$ cat config.mk
export PLATFORM = sky130hd
export DESIGN_NAME = frame_rms_voice_detector
export DESIGN_NICKNAME = d
export VERILOG_FILES = /design/src/rtl/core/frvd_pkg.sv /design/src/rtl/core/frvd_ctrl.sv /design/src/rtl/core/frvd_datapath.sv /design/src/rtl/core/frame_rms_voice_detector.sv
export SDC_FILE = /design/constraint.sdc
export NUM_CORES = 1
export LEC_CHECK = 0
export ABC_CLOCK_PERIOD_IN_PS = 8590
export BUFFER_PORTS_ARGS = -buffer_cell sky130_fd_sc_hd__buf_4
export CORE_MARGIN = 8
export CORE_UTILIZATION = 58
export CTS_CLUSTER_DIAMETER = 80
export DETAILED_ROUTE_END_ITERATION = 12
export PLACE_DENSITY = 0.86
export SETUP_SLACK_MARGIN = 0.2
export SLEW_MARGIN = 15
export SYNTH_ARGS = -nofsm -noshare
export SYNTH_HDL_FRONTEND = slang
export SYNTH_SLANG_ARGS = --single-unit
$ cat constraint.sdc
create_clock -name aclk -period 8.59 [get_ports aclk]
set_input_delay 0.859 -clock aclk [delete_from_list [all_inputs] [get_ports aclk]]
set_output_delay 0.859 -clock aclk [all_outputs]
set_load 0.01 [all_outputs]
$ cat src/rtl/core/frvd_pkg.sv
// ----------------------------------------------------------------------------
// frvd_pkg
// Shared types and constants of the frame rms voice detector.
// ----------------------------------------------------------------------------
package frvd_pkg;

    // configuration register indexes
    localparam logic [7:0] REG_RMS_THRESHOLD  = 8'd0;
    localparam logic [7:0] REG_CONFIRM_FRAMES = 8'd1;

    localparam logic [15:0] RMS_THRESHOLD_RESET  = 16'd2500;
    localparam logic [7:0]  CONFIRM_FRAMES_RESET = 8'd3;
    localparam logic [7:0]  LOUD_RUN_MAX         = 8'd255;

    // square root: 16 result bits, one per step
    localparam int SQRT_STEPS = 16;

    typedef enum logic [2:0] {
        ST_ACCUM,
        ST_DIV,
        ST_SQRT_LOAD,
        ST_SQRT,
        ST_FINISH
    } state_t;

    typedef struct packed {
        logic accept;
        logic div_step;
        logic sqrt_load;
        logic sqrt_step;
        logic finish;
    } cmd_t;

    typedef struct packed {
        logic out_busy;
    } status_t;

endpackage

$ cat src/rtl/core/frvd_ctrl.sv
// ----------------------------------------------------------------------------
// frvd_ctrl
// Sequencer: accumulate, divide by sample count, square root, result.
// ----------------------------------------------------------------------------
module frvd_ctrl #(
    parameter int SUM_W = 41
) (
    input  logic              aclk,
    input  logic              aresetn,
    input  logic              s_tvalid,
    input  logic              s_tlast,
    output logic              s_tready,
    input  frvd_pkg::status_t status,
    output frvd_pkg::cmd_t    cmd
);

    localparam int STEP_W = $clog2(SUM_W);

    frvd_pkg::state_t state_reg, state_next;
    logic [STEP_W-1:0] step_reg, step_next;

    always_ff @(posedge aclk) begin
        if (!aresetn) begin
            state_reg <= frvd_pkg::ST_ACCUM;
            step_reg  <= '0;
        end else begin
            state_reg <= state_next;
            step_reg  <= step_next;
        end
    end

    always_comb begin
        state_next = state_reg;
        step_next  = step_reg;
        cmd        = '0;
        s_tready   = 1'b0;
        unique case (state_reg)
            frvd_pkg::ST_ACCUM: begin
                s_tready   = 1'b1;
                cmd.accept = s_tvalid;
                if (s_tvalid && s_tlast) begin
                    state_next = frvd_pkg::ST_DIV;
                    step_next  = '0;
                end
            end
            frvd_pkg::ST_DIV: begin
                cmd.div_step = 1'b1;
                step_next    = step_reg + 1'b1;
                if (step_reg == STEP_W'(SUM_W - 1)) begin
                    state_next = frvd_pkg::ST_SQRT_LOAD;
                end
            end
            frvd_pkg::ST_SQRT_LOAD: begin
                cmd.sqrt_load = 1'b1;
                step_next     = '0;
                state_next    = frvd_pkg::ST_SQRT;
            end
            frvd_pkg::ST_SQRT: begin
                cmd.sqrt_step = 1'b1;
                step_next     = step_reg + 1'b1;
                if (step_reg == STEP_W'(frvd_pkg::SQRT_STEPS - 1)) begin
                    state_next = frvd_pkg::ST_FINISH;
                end
            end
            frvd_pkg::ST_FINISH: begin
                // wait for a free output slot
                if (!status.out_busy) begin
                    cmd.finish = 1'b1;
                    state_next = frvd_pkg::ST_ACCUM;
                end
            end
            default: begin
                state_next = frvd_pkg::ST_ACCUM;
            end
        endcase
    end

endmodule

$ cat src/rtl/core/frvd_datapath.sv
// ----------------------------------------------------------------------------
// frvd_datapath
// Square accumulator, restoring divider, digit square root, run counter
// and output register.
// ----------------------------------------------------------------------------
module frvd_datapath #(
    parameter int MAX_FRAME_SAMPLES = 1024
) (
    input  logic               aclk,
    input  logic               aresetn,
    input  frvd_pkg::cmd_t     cmd,
    output frvd_pkg::status_t  status,
    input  logic signed [31:0] s_tdata,
    input  logic               cfg_valid,
    input  logic [7:0]         cfg_index,
    input  logic [15:0]        cfg_data,
    output logic               m_tvalid,
    input  logic               m_tready,
    output logic [15:0]        m_tdata,
    output logic [1:0]         m_tuser
);

    localparam int SUM_W = 31 + $clog2(MAX_FRAME_SAMPLES);
    localparam int CNT_W = $clog2(MAX_FRAME_SAMPLES + 1);

    logic [15:0]      thresh_reg;
    logic [7:0]       confirm_reg;
    logic [SUM_W-1:0] sum_reg, sum_next;
    logic [CNT_W-1:0] count_reg, count_next;
    logic [CNT_W-1:0] rem_reg, rem_next;
    logic [31:0]      rad_reg, rad_next;
    logic [17:0]      srem_reg, srem_next;
    logic [15:0]      root_reg, root_next;
    logic [7:0]       run_reg, run_next;
    logic             out_valid_reg, out_valid_next;
    logic [15:0]      out_rms_reg;
    logic             out_loud_reg, out_speech_reg;

    logic signed [15:0] hi;
    logic [15:0]        mag;
    logic [31:0]        sq;
    logic [CNT_W:0]     rem_shift;
    logic               div_ge;
    logic [19:0]        srem_shift, trial;
    logic               sqrt_ge;
    logic               loud, speech;
    logic [7:0]         run_inc;

    always_ff @(posedge aclk) begin
        if (!aresetn) begin
            thresh_reg  <= frvd_pkg::RMS_THRESHOLD_RESET;
            confirm_reg <= frvd_pkg::CONFIRM_FRAMES_RESET;
        end else if (cfg_valid) begin
            if (cfg_index == frvd_pkg::REG_RMS_THRESHOLD) begin
                thresh_reg <= cfg_data;
            end else if (cfg_index == frvd_pkg::REG_CONFIRM_FRAMES) begin
                confirm_reg <= cfg_data[7:0];
            end
        end
    end

    // sample magnitude and its square
    assign hi  = s_tdata[31:16];
    assign mag = hi[15] ? 16'(-hi) : hi;
    assign sq  = mag * mag;

    // restoring divide, quotient bits shift into the sum register
    assign rem_shift = {rem_reg, sum_reg[SUM_W-1]};
    assign div_ge    = rem_shift >= {1'b0, count_reg};

    // two radicand bits per root bit
    assign srem_shift = {srem_reg, rad_reg[31:30]};
    assign trial      = {2'b00, root_reg, 2'b01};
    assign sqrt_ge    = srem_shift >= trial;

    assign loud    = root_reg >= thresh_reg;
    assign run_inc = (run_reg < frvd_pkg::LOUD_RUN_MAX) ? run_reg + 8'd1 : run_reg;
    assign speech  = loud && (run_inc >= confirm_reg);

    always_comb begin
        sum_next       = sum_reg;
        count_next     = count_reg;
        rem_next       = rem_reg;
        rad_next       = rad_reg;
        srem_next      = srem_reg;
        root_next      = root_reg;
        run_next       = run_reg;
        out_valid_next = out_valid_reg && !m_tready;
        if (cmd.accept) begin
            rem_next = '0;
            // samples past a full frame are dropped
            if (count_reg < CNT_W'(MAX_FRAME_SAMPLES)) begin
                sum_next   = sum_reg + SUM_W'(sq);
                count_next = count_reg + 1'b1;
            end
        end
        if (cmd.div_step) begin
            sum_next = {sum_reg[SUM_W-2:0], div_ge};
            rem_next = div_ge ? CNT_W'(rem_shift - {1'b0, count_reg})
                              : rem_shift[CNT_W-1:0];
        end
        if (cmd.sqrt_load) begin
            // mean never exceeds 2^30
            rad_next  = {1'b0, sum_reg[30:0]};
            srem_next = '0;
            root_next = '0;
        end
        if (cmd.sqrt_step) begin
            rad_next  = {rad_reg[29:0], 2'b00};
            srem_next = sqrt_ge ? 18'(srem_shift - trial) : 18'(srem_shift);
            root_next = {root_reg[14:0], sqrt_ge};
        end
        if (cmd.finish) begin
            sum_next       = '0;
            count_next     = '0;
            run_next       = (loud && !speech) ? run_inc : 8'd0;
            out_valid_next = 1'b1;
        end
    end

    always_ff @(posedge aclk) begin
        if (!aresetn) begin
            sum_reg       <= '0;
            count_reg     <= '0;
            run_reg       <= '0;
            out_valid_reg <= 1'b0;
        end else begin
            sum_reg       <= sum_next;
            count_reg     <= count_next;
            run_reg       <= run_next;
            out_valid_reg <= out_valid_next;
        end
    end

    always_ff @(posedge aclk) begin
        rem_reg  <= rem_next;
        rad_reg  <= rad_next;
        srem_reg <= srem_next;
        root_reg <= root_next;
        if (cmd.finish) begin
            out_rms_reg    <= root_reg;
            out_loud_reg   <= loud;
            out_speech_reg <= speech;
        end
    end

    assign status.out_busy = out_valid_reg && !m_tready;
    assign m_tvalid        = out_valid_reg;
    assign m_tdata         = out_rms_reg;
    assign m_tuser         = {out_speech_reg, out_loud_reg};

endmodule

$ cat src/rtl/core/frame_rms_voice_detector.sv
// ----------------------------------------------------------------------------
// frame_rms_voice_detector
// Frame energy voice activity detector with exact integer rms.
// ----------------------------------------------------------------------------
// Each input beat is accepted while the block is in its accumulate state;
// the signed top half of the word is squared and summed, up to
// MAX_FRAME_SAMPLES per frame. On the beat with tlast the block stops taking
// input while the bit-serial divider runs, the square root is loaded and run,
// and the result is posted (held back while the previous result is still
// waiting on m_tready). One result beat per frame: rms, loud flag and speech
// flag.
module frame_rms_voice_detector #(
    parameter int MAX_FRAME_SAMPLES = 1024
) (
    input  logic               aclk,
    input  logic               aresetn,
    input  logic               s_tvalid,
    output logic               s_tready,
    input  logic signed [31:0] s_tdata,   // [31:0] sample_word
    input  logic               s_tlast,   // frame_end
    output logic               m_tvalid,
    input  logic               m_tready,
    output logic [15:0]        m_tdata,   // [15:0] rms_value
    output logic [1:0]         m_tuser,   // [0] frame_loud, [1] speech_detected
    input  logic               cfg_valid,
    output logic               cfg_ready,
    input  logic [7:0]         cfg_index,
    input  logic [15:0]        cfg_data
);

    localparam int SUM_W = 31 + $clog2(MAX_FRAME_SAMPLES);

    frvd_pkg::cmd_t    cmd;
    frvd_pkg::status_t status;

    assign cfg_ready = 1'b1;

    frvd_ctrl #(
        .SUM_W (SUM_W)
    ) u_ctrl (
        .aclk     (aclk),
        .aresetn  (aresetn),
        .s_tvalid (s_tvalid),
        .s_tlast  (s_tlast),
        .s_tready (s_tready),
        .status   (status),
        .cmd      (cmd)
    );

    frvd_datapath #(
        .MAX_FRAME_SAMPLES (MAX_FRAME_SAMPLES)
    ) u_datapath (
        .aclk      (aclk),
        .aresetn   (aresetn),
        .cmd       (cmd),
        .status    (status),
        .s_tdata   (s_tdata),
        .cfg_valid (cfg_valid),
        .cfg_index (cfg_index),
        .cfg_data  (cfg_data),
        .m_tvalid  (m_tvalid),
        .m_tready  (m_tready),
        .m_tdata   (m_tdata),
        .m_tuser   (m_tuser)
    );

endmodule
==> results of run 1 <==
-- worst max-delay path by stage --
stage / start / to / slack (ns)
after detailed placement: s_tdata[16] / u_datapath.sum_reg[39] / -0.1
after floorplan: s_tdata[16] / u_datapath.sum_reg[39] / 0.30
final: s_tdata[16] / u_datapath.sum_reg[39] / 0.47
after global placement: s_tdata[16] / u_datapath.sum_reg[39] / 0.16
after global routing: s_tdata[16] / u_datapath.sum_reg[39] / 0.16
after CTS: s_tdata[16] / u_datapath.sum_reg[39] / 0.35
-- layout by cell type, fill, tap and decap left out, types with 15 or more instances in the layout --
cell,Yosys,layout
a22oi_1,35,35
edfxtp_1,93,93
xor2_1,22,22
and3_1,15,15
o211ai_1,15,15
nor2b_1,37,35
nor3_1,28,28
nand4_1,27,27
nand3_1,35,35
dfxtp_1,96,96
clkbuf_16,0,20
xnor2_1,55,54
buf_4,5,109
nor2_1,157,153
o21ai_0,44,43
ha_1,164,164
a21o_1,29,29
fa_1,195,195
nand2_1,166,166
a22o_1,29,29
inv_1,408,407
a21oi_1,80,77
a31oi_1,15,15
mux2i_1,44,44
-- per-layer routing --
| layer | routed length (um) | vias up | share of wire (%) | track usage [%] |
|---|---|---|---|---|
| met5 | 0 | - | 0 | 0 |
| met4 | 1321 | 0 | 3.1 | 7.864 |
| met3 | 2432 | 115 | 5.7 | 3.403 |
| met2 | 22060 | 503 | 52 | 41.41 |
| met1 | 16800 | 7075 | 39 | 26.38 |
| li1 | - | 6726 | - | - |
-- metrics by stage --
step,hold WS (ns),cells
2_1_floorplan,0.4264,2025
5_1_grt,0.4812,2495
3_3_place_gp,0.4425,2461
6_report,0.4812,2495
4_1_cts,0.4804,2493
3_5_place_dp,0.4644,2461
-- cell type report --
cell class | count | area (um2)
flip-flops and latches | 189 | 4715
well taps | 402 | 503.0
fillers | 2394 | 11260
inverters | 415 | 1558
clock inverters | 9 | 92.59
repair buffers | 109 | 818.3
multi-input cells | 1348 | 11990
clock buffers | 23 | 533.0
-- cells by family after synthesis --
logic type,synth area share [%]
fa+ha+maj,32.27
mux,2.447
xor+xnor,3.979
other cells,0.04069
flops,25.54
compound gates,12.62
buf+inv,10.15
simple gates,12.95
-- timing repair --
item,CTS,global route
buffers inserted,0,2
gates resized for setup,0,9
setup endpoints to repair,0,8
==> flow_summary_export.csv, run 1 <==
group,metric,value,unit
outcome,outcome,"completed",
placement,hpwl,33130,um
synthesis,ys_types,83,
worst_setup_path,cp_slowest_cell,"fa_1",
sta,tns,0,ns
synthesis,postSynthAreaPerCell,9.160,um2
finish,antenna_cells,0,
finish,layout-area-overhead-vs-synth,9.504,%
clocking,numCtsBuffers,17,
sta,layout_setup_ws,0.4686,ns
worst_setup_path,path_buf_inv,7,
worst_setup_path,reg2reg_to,"u_datapath.sum_reg[37]",
worst_setup_path,worst_ep_required_time,8.95,ns
detailed_routing,via_per_inst,5.779,
synthesis,yosys-top-cells-count,"408 x inv_1, 195 x fa_1, 166 x nand2_1, 164 x ha_1, 157 x nor2_1",
clocking,worstSkewPairLatency,0.44,ns
detailed_routing,wirelength,42620,um
worst_setup_path,reg2reg_depth,18,
sta,slew_viol_final,0,
worst_setup_path,cpMostUsedCell,"fa_1",
finish,largest_reg_flops,41,
detailed_routing,vias,14420,
global_route,grt_max_degree,65,
placement,port-buffer-count,65,
sta,relSlewSlack,23.45,%
sta,worst_pin_slew,1.147,ns
detailed_routing,drc,0,
finish,utilization,64.22,%
floorplan,io_pins,83,
sta,setup_violations,0,
floorplan,die_h,194.4,um
job,drv_cap,0,
placement,gp_congestion,0.9286,
floorplan,die-area,37790,um2
clocking,cts_tree,"done",
global_route,grt_pass1_wl,71290,um
min_path,whs_path_depth,0,
sta,hold_viol,0,
synthesis,synth_edf_count,93,
clocking,cts_hold_buffers,0,
global_route,first_global_vias,15220,
sta,rsz0062_at_grt,"true",
placement,placed_cell_area,19520,um2
worst_setup_path,r2r-start,"u_datapath.sum_reg[8]",
worst_setup_path,path_class,"input pin to flop",
floorplan,start_util,58.64,%
worst_setup_path,cp.depth,28,
worst_setup_path,max_stage_delay,0.55,ns
floorplan,die-width,194.4,um
min_path,hp-start,"u_datapath.root_reg[0]",
finish,finish.instance_area,20210,um2
detailed_routing,initialDrtViolationCount,908,
placement,dp_slack,-0.09685,ns
synthesis,synth_top_area_share,21.15,%
finish,nNetsFinal,2501,
worst_setup_path,cp-end-kind,"flop",
worst_setup_path,arrival,8.48,ns
synthesis,yosys_warnings,0,
synthesis,synth-async-reset-ratio,0,%
synthesis,yosysSeqAreaShare,25.54,%
min_path,hold_end,"u_datapath.m_tdata[0]",
clocking,cts_root_buffer,"clkbuf_16",
floorplan,rows,65,
global_route,grt_use_total,22.52,%
min_path,hold_class,"flop to flop",
synthesis,synth.area.top_cells,"fa_1 21%, edfxtp_1 15%, ha_1 11%",
detailed_routing,first_pass_iters,5,
detailed_routing,wire_per_inst,17.08,um
sta,finalCritPeriodShare,94.54,%
clocking,clkSinkCount,189,
synthesis,syn-cell-area,18460,um2
worst_setup_path,critPathTopFamily,"adder cells",
synthesis,yosys.cell_count.top_type,"inv_1",
global_route,grt_overflow,0,
worst_setup_path,crit_fanout,6,
clocking,cts.clk_slew.worst_paths,0.07,ns
detailed_routing,postRouteAntennaNets,0,
synthesis,yosys.area.top_type,"fa_1",
synthesis,postSynthCellCount,2015,
sta,final.min_clock_period,8.121,ns
global_route,antenna_found_initial,0,
sta,fin_skew,0.009911,ns
finish,drive_gt1_share,8.887,%
worst_setup_path,rrSetupSlack,3.43,ns
synthesis,synthFlopType,"dfxtp_1",
floorplan,core,31470,um2
synthesis,ys_ff_latch,189,
sta,clock.fmax,123.1,MHz
clocking,htreeDepth,4,
worst_setup_path,setup.worst_path.start_class,"input pin",
clocking,clk_path_buf_depth,2,
Power of run 1 is not shown: default switching activity piles up to over one toggle a cycle in this logic, so the estimate is an artifact.
==> inputs of run 2 (changes only) <==
--- a/config.mk
+++ b/config.mk
@@ -7,11 +7,12 @@
 export LEC_CHECK = 0
 export ABC_CLOCK_PERIOD_IN_PS = 8590
 export BUFFER_PORTS_ARGS = -buffer_cell sky130_fd_sc_hd__buf_4
+export CAP_MARGIN = 30
 export CORE_MARGIN = 8
-export CORE_UTILIZATION = 58
+export CORE_UTILIZATION = 45
 export CTS_CLUSTER_DIAMETER = 80
 export DETAILED_ROUTE_END_ITERATION = 12
-export PLACE_DENSITY = 0.86
+export PLACE_DENSITY = 0.71
 export SETUP_SLACK_MARGIN = 0.2
 export SLEW_MARGIN = 15
 export SYNTH_ARGS = -nofsm -noshare
==> flow_summary_export.csv, run 2 (synthesis gave the netlist of run 1 again) <==
group,metric,value,unit
clocking,cts_hold_buffers,0,
outcome,outcome,"completed",
clocking,numCtsBuffers,17,
floorplan,die_h,218.5,um
worst_setup_path,worst_ep_required_time,8.94,ns
finish,nNetsFinal,2513,
clocking,cts.clk_slew.worst_paths,0.07,ns
worst_setup_path,max_stage_delay,0.56,ns
floorplan,die-area,47750,um2
worst_setup_path,path_buf_inv,8,
worst_setup_path,arrival,8.44,ns
finish,layout-area-overhead-vs-synth,10.66,%
floorplan,die-width,218.5,um
floorplan,rows,74,
detailed_routing,vias,14050,
placement,gp_congestion,0.9140,
clocking,clk_path_buf_depth,2,
worst_setup_path,cp-end-kind,"flop",
finish,largest_reg_flops,41,
global_route,grt_use_total,17.41,%
detailed_routing,wirelength,40930,um
finish,utilization,50.25,%
min_path,hold_class,"flop to flop",
sta,layout_setup_ws,0.5036,ns
clocking,cts_root_buffer,"clkbuf_16",
finish,nFillCells,3674,
sta,rsz0062_at_grt,"true",
detailed_routing,initialDrtViolationCount,914,
detailed_routing,postRouteAntennaNets,0,
clocking,clkSinkCount,189,
placement,hpwl,32890,um
worst_setup_path,cp.depth,30,
worst_setup_path,cpMostUsedCell,"fa_1",
global_route,antenna_found_initial,0,
clocking,postCtsSetupBuffers,0,
worst_setup_path,path_class,"input pin to flop",
sta,hold_viol,0,
global_route,grt_pass1_wl,69440,um
clocking,cts_tree,"done",
sta,final.min_clock_period,8.086,ns
floorplan,core,40650,um2
sta,finalCritPeriodShare,94.14,%
worst_setup_path,rrSetupSlack,3.50,ns
finish,multi_input_area,11970,um2
worst_setup_path,cp_slowest_cell,"fa_1",
worst_setup_path,setup.worst_path.start_class,"input pin",
floorplan,start_util,45.41,%
min_path,whs_path_depth,0,
worst_setup_path,reg2reg_depth,18,
finish,layout.area.seq,4715,um2
sta,setup_violations,0,
clocking,worstSkewPairLatency,0.44,ns
clocking,cts_resized,0,
detailed_routing,drc,0,
finish,drive_gt1_share,9.121,%
placement,port-buffer-count,65,
clocking,htreeDepth,4,
worst_setup_path,critPathTopFamily,"adder cells",
global_route,first_global_vias,14440,
finish,mostFrequentLayoutCells,"408 x inv_1, 195 x fa_1, 165 x nand2_1",
floorplan,io_pins,83,
job,drv_cap,0,
finish,antenna_cells,0,
worst_setup_path,crit_fanout,6,
sta,slew_viol_final,0,
placement,placedCellCount,2603,
sta,relSlewSlack,40.17,%
placement,dp_slack,-0.09831,ns
finish,layout_commonest_cell,"inv_1",
global_route,grt_overflow,0,
sta,worst_pin_slew,0.8975,ns
finish,layout.cells.non_filler,2637,
sta,fin_skew,0.01470,ns
detailed_routing,wire_per_inst,15.52,um
detailed_routing,first_pass_iters,5,
sta,clock.fmax,123.7,MHz
global_route,grt_max_degree,65,
detailed_routing,via_per_inst,5.327,
run 2: cell count changes in the layout (fill, tap and decap cells not counted), moves of 2 or more:
cell / change
inv_6: +3
clkinv_2: -2
buf_8: +2
clkbuf_16: -3
buf_4: +7
clkbuf_8: -2
run 2: layout make-up:
cell class | instances | area share [%]
multi-input cells | 1348 | 58.58
flip-flops and latches | 189 | 23.08
inverters | 415 | 7.626
repair buffers | 121 | 4.680
well taps | 532 | 3.259
clock buffers | 19 | 2.126
clock inverters | 13 | 0.6493
run 2: through the flow:
| step | TNS, ns | hold WS, ns | cell area [um2] |
|---|---|---|---|
| final | 0 | 0.4823 | 20430 |
| after global routing | 0 | 0.5045 | 20430 |
| after CTS | 0 | 0.4908 | 20390 |
| after detailed placement | -0.09831 | 0.4751 | 19820 |
| after global placement | 0 | 0.4598 | 19760 |
| after floorplan | 0 | 0.4264 | 18500 |
run 2: layer usage:
layer,vias to the layer above,global-route usage [%],wire length [um]
li1,6755,-,-
met1,6895,22.07,17500
met2,337,30.75,20740
met3,59,2.337,1847
met4,0,4.725,846
met5,-,0,0
run 2: worst paths after layout:
check / start / to
max: s_tdata[16] / u_datapath.sum_reg[35]
min: u_datapath.root_reg[0] / u_datapath.m_tdata[0]
max reg2reg: u_datapath.sum_reg[8] / u_datapath.sum_reg[35]
min reg2reg: u_datapath.root_reg[0] / u_datapath.m_tdata[0]
Power of run 2 is left out for the same reason.
==> inputs of run 3 (changes only) <==
--- a/config.mk
+++ b/config.mk
@@ -8,8 +8,10 @@
 export ABC_CLOCK_PERIOD_IN_PS = 8590
 export BUFFER_PORTS_ARGS = -buffer_cell sky130_fd_sc_hd__buf_4
 export CAP_MARGIN = 30
+export CORE_ASPECT_RATIO = 2
 export CORE_MARGIN = 8
 export CORE_UTILIZATION = 45
+export CTS_BUF_LIST = sky130_fd_sc_hd__clkbuf_4 sky130_fd_sc_hd__clkbuf_8 sky130_fd_sc_hd__clkbuf_16
 export CTS_CLUSTER_DIAMETER = 80
 export DETAILED_ROUTE_END_ITERATION = 12
 export PLACE_DENSITY = 0.71
==> flow_summary_export.csv, run 3 (synthesis gave the netlist of run 1 again) <==
group,metric,value,unit
detailed_routing,vias,13940,
sta,fin_skew,0.007188,ns
finish,antenna_cells,0,
finish,nNetsFinal,2524,
detailed_routing,drc,0,
floorplan,io_pins,83,
worst_setup_path,path_buf_inv,9,
worst_setup_path,cp_slowest_cell,"fa_1",
worst_setup_path,max_stage_delay,0.55,ns
clocking,numCtsBuffers,17,
finish,largest_reg_flops,41,
min_path,whs_path_depth,2,
finish,drive_gt1_share,9.688,%
finish,nFillCells,3800,
global_route,antenna_found_initial,0,
worst_setup_path,crit_fanout,6,
worst_setup_path,setup.worst_path.start_class,"input pin",
floorplan,start_util,45.32,%
worst_setup_path,r2r-start,"u_datapath.sum_reg[8]",
placement,port-buffer-count,65,
placement,gp_congestion,0.8667,
clocking,cts_root_buffer,"clkbuf_16",
floorplan,die-width,159.2,um
detailed_routing,wirelength,41200,um
floorplan,core,40730,um2
worst_setup_path,critPathTopFamily,"adder cells",
sta,rsz0062_at_grt,"false",
detailed_routing,first_pass_iters,8,
worst_setup_path,reg2reg_depth,18,
finish,mostFrequentLayoutCells,"408 x inv_1, 195 x fa_1, 164 x nand2_1, 164 x ha_1, 152 x nor2_1",
sta,setup_violations,0,
floorplan,rows,105,
worst_setup_path,reg2reg_to,"u_datapath.sum_reg[37]",
worst_setup_path,worst_ep_required_time,8.96,ns
clocking,htreeDepth,4,
min_path,hold_class,"flop to flop",
global_route,grt_use_total,17.51,%
worst_setup_path,cp-end-kind,"flop",
worst_setup_path,rrSetupSlack,3.55,ns
clocking,cts_tree,"done",
clocking,clk_path_buf_depth,2,
sta,clock.fmax,124.4,MHz
clocking,clkSinkCount,189,
sta,holdWs,0.4812,ns
clocking,cts_hold_buffers,0,
min_path,hold_end,"u_datapath.confirm_reg[1]",
detailed_routing,postRouteAntennaNets,0,
detailed_routing,via_per_inst,5.259,
detailed_routing,initialDrtViolationCount,791,
worst_setup_path,cpMostUsedCell,"fa_1",
worst_setup_path,path_class,"input pin to flop",
job,drv_cap,0,
floorplan,die_h,302.4,um
sta,worst_pin_slew,0.9958,ns
sta,finalCritPeriodShare,93.59,%
clocking,cts.clk_slew.worst_paths,0.07,ns
finish,layout_commonest_cell,"inv_1",
sta,tns,0,ns
outcome,outcome,"completed",
detailed_routing,wire_per_inst,15.54,um
min_path,hp-start,"u_datapath.confirm_reg[1]",
placement,hpwl,32870,um
sta,relSlewSlack,33.14,%
global_route,grt_max_degree,65,
sta,slew_viol_final,0,
clocking,worstSkewPairLatency,0.44,ns
global_route,grt_overflow,0,
sta,final.min_clock_period,8.039,ns
worst_setup_path,arrival,8.41,ns
finish,layout-area-overhead-vs-synth,11.23,%
global_route,first_global_vias,14120,
sta,hold_viol,0,
floorplan,die-area,48150,um2
global_route,grt_pass1_wl,69750,um
## run 3: repair_timing
item / 4_1_cts / 5_1_grt
resized for setup: 0 / 9
endpoints found under the setup margin: 0 / 2
setup buffers: 0 / 3
## run 3: per-stage QoR
step,std cells,area [um2],setup WS [ns],util (%)
after floorplan,2025,18500,0.2971,-
after global placement,2615,19840,0.1317,48.72
after detailed placement,2616,19850,0.06187,48.74
after CTS,2648,20470,0.5119,50.26
after global routing,2651,20530,0.2163,50.41
final,2651,20530,0.5507,50.41
## run 3: tightest hold or removal path: cells and delay by family, from the launching register on
family           cells  cell delay [ns]
DFF                  1             0.33
muxes                1             0.07
and+or+nand+nor      1             0.06
## run 3: worst max path at each step
stage,startpoint,end,slack [ns],depth (start not counted)
after global routing,s_tdata[16],u_datapath.sum_reg[35],0.22,32
after detailed placement,s_tdata[16],u_datapath.sum_reg[37],0.06,29
after CTS,s_tdata[16],u_datapath.sum_reg[37],0.51,29
final,s_tdata[16],u_datapath.sum_reg[37],0.55,31
after global placement,s_tdata[16],u_datapath.sum_reg[37],0.13,30
after floorplan,s_tdata[16],u_datapath.sum_reg[39],0.30,30
## run 3: cell type report
cell class | instances | area [um2] | area share, %
multi-input cells | 1348 | 11970 | 58.32
flip-flops and latches | 189 | 4715 | 22.96
inverters | 415 | 1558 | 7.587
repair buffers | 132 | 998.5 | 4.863
well taps | 535 | 669.4 | 3.260
clock buffers | 18 | 439.2 | 2.139
clock inverters | 14 | 178.9 | 0.8715
## run 3: metal layers
| metal | up-vias | GRT usage [%] | wire [um] |
|---|---|---|---|
| li1 | 6776 | - | - |
| met1 | 6826 | 22.35 | 18000 |
| met2 | 280 | 30.54 | 20640 |
| met3 | 59 | 2.526 | 1670 |
| met4 | 0 | 4.738 | 887 |
| met5 | - | 0 | 0 |
Power of run 3 is left out for the same reason.
